File: src/rtl/psc_pkg.sv
// shared types, codes and constants of the pressure sensor compensation block
package psc_pkg;

   // configuration port
   localparam int CSR_INDEX_W = 3;
   localparam int CSR_DATA_W  = 16;

   localparam logic [CSR_INDEX_W-1:0] CSR_PRESSURE_SENSITIVITY  = 3'd0;
   localparam logic [CSR_INDEX_W-1:0] CSR_PRESSURE_OFFSET       = 3'd1;
   localparam logic [CSR_INDEX_W-1:0] CSR_SENS_TEMP_COEFF       = 3'd2;
   localparam logic [CSR_INDEX_W-1:0] CSR_OFF_TEMP_COEFF        = 3'd3;
   localparam logic [CSR_INDEX_W-1:0] CSR_REFERENCE_TEMPERATURE = 3'd4;
   localparam logic [CSR_INDEX_W-1:0] CSR_TEMPERATURE_COEFF     = 3'd5;

   // temperature bands of the second-order correction
   localparam logic [1:0] BAND_HIGH     = 2'd0;
   localparam logic [1:0] BAND_LOW      = 2'd1;
   localparam logic [1:0] BAND_VERY_LOW = 2'd2;

   // default depth of the queue between front and back
   localparam int PSC_QUEUE_DEPTH = 2;

   typedef struct packed {
      logic [23:0] d1_raw;
      logic [23:0] d2_raw;
   } psc_req_type;

   typedef struct packed {
      logic signed [31:0] temperature_centi;
      logic signed [31:0] pressure_tenth_mbar;
   } psc_rsp_type;

   typedef struct packed {
      logic [15:0] pressure_sensitivity;
      logic [15:0] pressure_offset;
      logic [15:0] sens_temp_coeff;
      logic [15:0] off_temp_coeff;
      logic [15:0] reference_temperature;
      logic [15:0] temperature_coeff;
   } psc_cal_type;

   // classified item handed from front to back
   typedef struct packed {
      logic        [23:0] d1;
      logic signed [19:0] temp;
      logic        [16:0] ti;
      logic signed [33:0] sens;
      logic signed [34:0] off;
      logic signed [19:0] x;
      logic signed [19:0] y;
      logic        [1:0]  band;
   } psc_item_type;

   typedef struct packed {
      logic full;
      logic empty;
   } psc_queue_status_type;

endpackage

File: src/rtl/psc_queue.sv
// small flop-based queue between the front and back pipelines
module psc_queue
   import psc_pkg::*;
#(
   parameter int DEPTH = PSC_QUEUE_DEPTH
) (
   input  logic                 clock,
   input  logic                 reset,
   input  logic                 push,
   input  psc_item_type         push_item,
   input  logic                 pop,
   output psc_item_type         pop_item,
   output psc_queue_status_type status
);

   localparam int PTR_W = (DEPTH > 1) ? $clog2(DEPTH) : 1;
   localparam int CNT_W = $clog2(DEPTH + 1);

   psc_item_type entry_ff [DEPTH];
   logic [PTR_W-1:0] wr_ptr_ff, wr_ptr_in;
   logic [PTR_W-1:0] rd_ptr_ff, rd_ptr_in;
   logic [CNT_W-1:0] count_ff, count_in;

   always_comb begin
      wr_ptr_in = wr_ptr_ff;
      rd_ptr_in = rd_ptr_ff;
      count_in  = count_ff;
      if (push) begin
         wr_ptr_in = (wr_ptr_ff == PTR_W'(DEPTH - 1)) ? '0 : wr_ptr_ff + 1'b1;
      end
      if (pop) begin
         rd_ptr_in = (rd_ptr_ff == PTR_W'(DEPTH - 1)) ? '0 : rd_ptr_ff + 1'b1;
      end
      if (push && !pop) begin
         count_in = count_ff + 1'b1;
      end else if (pop && !push) begin
         count_in = count_ff - 1'b1;
      end
   end

   always_ff @(posedge clock) begin
      if (reset) begin
         wr_ptr_ff <= '0;
         rd_ptr_ff <= '0;
         count_ff  <= '0;
      end else begin
         wr_ptr_ff <= wr_ptr_in;
         rd_ptr_ff <= rd_ptr_in;
         count_ff  <= count_in;
      end
   end

   always_ff @(posedge clock) begin
      if (push) begin
         entry_ff[wr_ptr_ff] <= push_item;
      end
   end

   assign pop_item     = entry_ff[rd_ptr_ff];
   assign status.full  = (count_ff == CNT_W'(DEPTH));
   assign status.empty = (count_ff == '0);

`ifndef SYNTHESIS
   a_no_overflow: assert property (@(posedge clock) disable iff (reset)
      push |-> (!status.full || pop))
      else $error("queue push while full");

   a_no_underflow: assert property (@(posedge clock) disable iff (reset)
      pop |-> !status.empty)
      else $error("queue pop while empty");

   a_count_up: assert property (@(posedge clock) disable iff (reset)
      (push && !pop) |=> (count_ff == $past(count_ff) + 1'b1))
      else $error("queue count did not follow push");

   a_count_bound: assert property (@(posedge clock) disable iff (reset)
      count_ff <= CNT_W'(DEPTH))
      else $error("queue count beyond depth");
`endif

endmodule

File: config.mk
export PLATFORM = sky130hd
export DESIGN_NAME = psc_queue
export DESIGN_NICKNAME = d
export VERILOG_FILES = /design/src/rtl/psc_pkg.sv /design/src/rtl/psc_queue.sv
export SDC_FILE = /design/constraint.sdc
export NUM_CORES = 1
export LEC_CHECK = 0
export ABC_CLOCK_PERIOD_IN_PS = 18400
export BUFFER_PORTS_ARGS = -buffer_cell sky130_fd_sc_hd__buf_2
export CAP_MARGIN = 30
export CELL_PAD_IN_SITES_DETAIL_PLACEMENT = 1
export CELL_PAD_IN_SITES_GLOBAL_PLACEMENT = 2
export CORE_UTILIZATION = 42
export DETAILED_ROUTE_END_ITERATION = 10
export GPL_TIMING_DRIVEN = 0
export PLACE_DENSITY_LB_ADDON = 0.1
export SLEW_MARGIN = 20
export SYNTH_ARGS = -nofsm -noshare
export SYNTH_HDL_FRONTEND = slang
export SYNTH_SLANG_ARGS = --single-unit
File: constraint.sdc
create_clock -name clock -period 18.4 [get_ports clock]
set_clock_uncertainty 0.05 [all_clocks]
set_input_delay 3.68 -clock clock [delete_from_list [all_inputs] [get_ports clock]]
set_output_delay 3.68 -clock clock [all_outputs]
set_load 0.1 [all_outputs]
; ---- Word level (Yosys, flattened, before mapping)
; Memories as Yosys holds them, arrays and structs flattened. A register that Yosys moved wholly into a read port is not among the register bits.
; Index checks and enable logic that the tools add are counted.
[word_totals]
n_memories = 1
ram_bits = 344
output_inout_bits = 174
register_bits = 4
in_bits = 176
[mem_list]
columns = memory, words, width, rd, rd_clocked_by_memory_dff, wr, line_no
row1 = entry_ff, 2, 172, 1, 1, 1, psc_queue.sv:19  ; psc_item_type entry_ff [DEPTH];
[classes]
muxes = 8
n_addsub = 4
eq_ne = 1
reduce_logical = 6
[ops]
columns = operator, count
row1 = two-way mux 1 bit, 6
row2 = two-way mux 2 bit, 2
row3 = adder 1 bit (second input constant), 2
row4 = adder 2 x 1 -> 2 bit (second input constant), 1
row5 = == test 2 bit (second input constant), 1
row6 = logical AND 1 bit, 2
row7 = logical NOT 1 bit, 2
row8 = logical NOT 2 bit, 1
row9 = nonzero test 2 bit, 1
row10 = subtractor 2 x 1 -> 2 bit (second input constant), 1

; ---- Longest topological paths before layout
[logic_depth]
word_depth = 4
depth_mapped = 5
depth_no_buf = 5

; ---- Least setup slack after synthesis
; OpenSTA, ideal clock, no wires.
[synth_path]
kind = input port to flip-flop
startpoint = input port push
endpoint = memory entry_ff[0][0] (netlist bit) (enable)
required_time_ns = 17.623
cell_stages = 1
path_buffers = 0
slack_ns = 6.515
t_arrival_ns = 11.108
cell_sequence = nor2b_1
[synth_via]
elab_chain_len = 2
[synth_lines]
columns = element, line_no
row1 = "start, declared", psc_queue.sv:9  ; input logic push,
row2 = two-way mux 1 bit, psc_queue.sv:54  ; if (push) begin
row3 = two-way mux 1 bit (implied by the code), psc_queue.sv:55  ; entry_ff[wr_ptr_ff] <= push_item;
row4 = "end, declared", psc_queue.sv:19
; Every way passes these cells.

==> results.txt <==
- The pre-antenna-repair detailed-routing pass consisted of 4 iterations.
* Transition time at the pin with the least slew margin: ~0.65 ns
* Async set or reset register ratio after synthesis: 0%
- Remaining global-route overflow: 0
- Fraction of the cycle the final worst path needs: 31.40%
- The number of hold violations in the final report was 0.
* Weighted congestion at the end of routability-driven global placement: between 0.7 and 0.8
* Sw Pwr: roughly 0.7 mW
- Average vias per placed instance: about 4.7
- Number of synthesized flops with an enable pin: 344
* Worst min path class: reg -> reg
- After detailed placement, the design holds a cell count of 1307.
- The floorplan step set the die width to 177.5 µm.
- Crit. End Element: output port
- Sum of negative setup slack: 0 ns
* Relative contribution of combinational cells to total power: a little under a quarter
- Total power for the finished layout comes to 2.210 mW.
- The count of nets left with antenna violations once routing finished came out at 0.
- Across every metal layer, demand over resource in global routing totals 17.36%.
- 350 I/O pins were placed.
- The number of antenna violations at the first check in global routing is 9.
* Mean instance size in the synthesized netlist: 23.21 µm²
- Peak supply drop: 0.1161 mV
- Netlist Area Pre-Place: 12930 µm²
* Final Slew Violations: 0
- Fraction of power spent switching nets: 31.67%
- Post-route DRC violation count: 0
* Area contributors post-synth: edfxtp_1, mux2_4, mux2_2
- Timing would allow up to 173.1 MHz.
- The critical path is of the reg -> out type.
* Number of levels in the clock H-tree: 2
- Routed length per instance: 20.01 µm
- The die covers 31490 µm².
* Number of buffers inserted during clock tree synthesis: 38
- Final Setup Violations: 0
- Core area: 29950 µm²
- Of the post-synthesis cell area, the dominant cell type holds 79.89%.
- Most numerous cell in the Yosys netlist: edfxtp_1
* Placement Rows: 63
- Buffers on Ports: 349
- For this design the ratio of total power to cell area is 132.1 nW/µm².
- Fraction of final layout cells sized beyond drive strength 1: 61.22%
- The run finished with clean final reports.
- Across the run, the number of max-cap violations was 0.
- In this run the critical register-to-register path is launched from wr_ptr_ff$_SDFFE_PP0P_.
- Synthesis-to-finish area growth: 29.42%
* Pin count of the biggest net entering global routing: 56
- For this run, the number of standard cells in the final layout without fillers is 1382.
- For this block, the routed nets add up to about 28 mm of wire.
- Number of gates resized after CTS: 0
* Number of nets in the finished design: between 1000 and 1500
* Seq/Total Area, Yosys: 80.67%
- The largest total area in the synthesized netlist belongs to edfxtp_1.
- In this run the clock root is driven by a clkbuf_16.
* First-pass GRT wire length: 40.52 mm
* RSZ-0062 raised after global routing: no
- Post-CTS timing repair inserted 0 buffers for setup.
- The via count of the first global-routing pass came to 7288.
- Primary flip-flop cell chosen by synthesis mapping: edfxtp_1
- Hold buffers post-CTS: 0
- The internal power of the cells totals between 1.5 and 2 mW.
* Clock slew seen by the registers of the worst setup and hold paths: 0.06 ns
- At the worst endpoint, the required time is ~15 ns.
- Arrival time worst endpoint: 2.05 ns
- Worst hold start: count_ff[1]$_SDFFE_PP0P_
- Synthesis instantiated 16 different standard cells from the library.
- Of the total power, the clock network draws 34.3%.
- Ranked by instance count, the synthesized netlist is headed by edfxtp_1, mux2_2, mux2_4.
- Counting every net in the synthesized netlist gives between 700 and 800.
- Starting utilization of the core area: 43.17%
* Sinks on the clock net: 349
- Clock tree from TritonCTS: yes
- Warnings from Yosys: 0
* Leakage power of the design: 6.484 nW
- In this run, synthesis produced a sequential element count of 349.
- Subtracting the final worst setup slack from the clock period gives 5.777 ns.
* Type of element launching the critical path: register
- Measured along the y axis, the die boundary spans approximately 180 µm.
* Bufs on Longest Clock Path: 3
- Clock latency on the worst-skew pair, taken at its later pin, is approximately 0.50 ns.
* Vias: 6562
- The detailed router finished its first iteration with 244 violations.
- In this run the tightest slew margin relative to its limit is 56.77%.
- Part of the power in registers: 42.5%
- In this run the worst path has a maximum fanout of 10.
- Synthesis produced a netlist whose cell count is approximately 560.
* Detail Placement HPWL: between 15 and 20 mm
## cells by family after synthesis
group	share of synthesized area, %
compound gates	0.07734
xor+xnor	0.2710
simple gates	0.3387
buf+inv	1.248
flops	80.67
fa+ha+maj	0.09675
mux	17.30
## layout make-up
cell class | instances | area [µm²]
antenna | 7 | 17.52
buffer | 19 | 157.7
clock buffer | 54 | 1105
clock inverter | 14 | 163.9
fill | 2775 | 13220
inverter | 1 | 3.754
multi-input combinational | 188 | 2349
sequential | 349 | 10430
tap | 390 | 488.0
timing repair buffer | 360 | 2019
## sequential cells by signal, indices dropped and copies added, names as in the netlist, named ones only
register	cells
wr_ptr_ff	1
entry_ff	344
rd_ptr_ff	1
count_ff	2
## cells in the final DEF, fill, tap and decap left out
cell         n
xnor2_1      2
clkbuf_8     3
bufinv_16    4
clkinv_2     1
nor2_1       5
and2_4       1
mux2_4      80
buf_16       7
dfxtp_1      5
o21ai_0      1
buf_12       4
clkbuf_1    10
nor2b_1      1
edfxtp_1   344
mux2_2      92
inv_1        1
clkinv_1     8
nor2b_4      1
xor2_1       2
or3_1        1
ha_1         1
a21oi_1      1
clkbuf_16   41
inv_6        1
buf_6       10
buf_2      358
diode_2      7
## layer usage
| metal | vias to the layer above | wire, µm | GRT usage, % |
|---|---|---|---|
| li1 | 3040 | - | - |
| met1 | 3234 | 9845 | 18.49 |
| met2 | 240 | 14600 | 31.54 |
| met3 | 42 | 2646 | 6.448 |
| met4 | 6 | 523 | 5.591 |
| met5 | - | 35 | 0 |
## path summary, 6_finish.rpt
kind | to | slack, ns | depth (start not counted)
setup / recovery | pop_item[141] | 12.62 | 5
hold / removal | count_ff[1]$_SDFFE_PP0P_ | 0.46 | 2
setup reg to reg | entry_ff[0][161]$_DFFE_PP_ | 16.49 | 4
hold reg to reg | count_ff[1]$_SDFFE_PP0P_ | 0.46 | 2
## per-stage QoR
stage	setup slack (ns)	utilization (%)	hold slack [ns]	instance area [µm²]
2_1_floorplan	6.515	-	0.4108	12930
3_3_place_gp	2.385	50.63	0.4329	15160
3_5_place_dp	12.94	51.57	0.4591	15450
4_1_cts	12.55	55.81	0.4624	16720
5_1_grt	12.53	55.82	0.5213	16720
6_report	12.62	55.86	0.4641	16730
## critical path, cell delays in order, from the launching register on
cell     delay (ns)
dfxtp_1        0.32
buf_6          0.16
buf_6          0.22
buf_6          0.21
mux2_4         0.32
buf_2          0.30
## power by group through the flow
stage	Combinational, mW	Clock (mW)	Sequential (mW)
3_5_place_dp	0.516	0	0.957
3_3_place_gp	0.498	0	0.971
5_1_grt	0.529	0.807	0.944
6_report	0.512	0.758	0.940
4_1_cts	0.517	0.781	0.941
2_1_floorplan	0.419	0	0.964
Power figures use the tool's default switching activity.
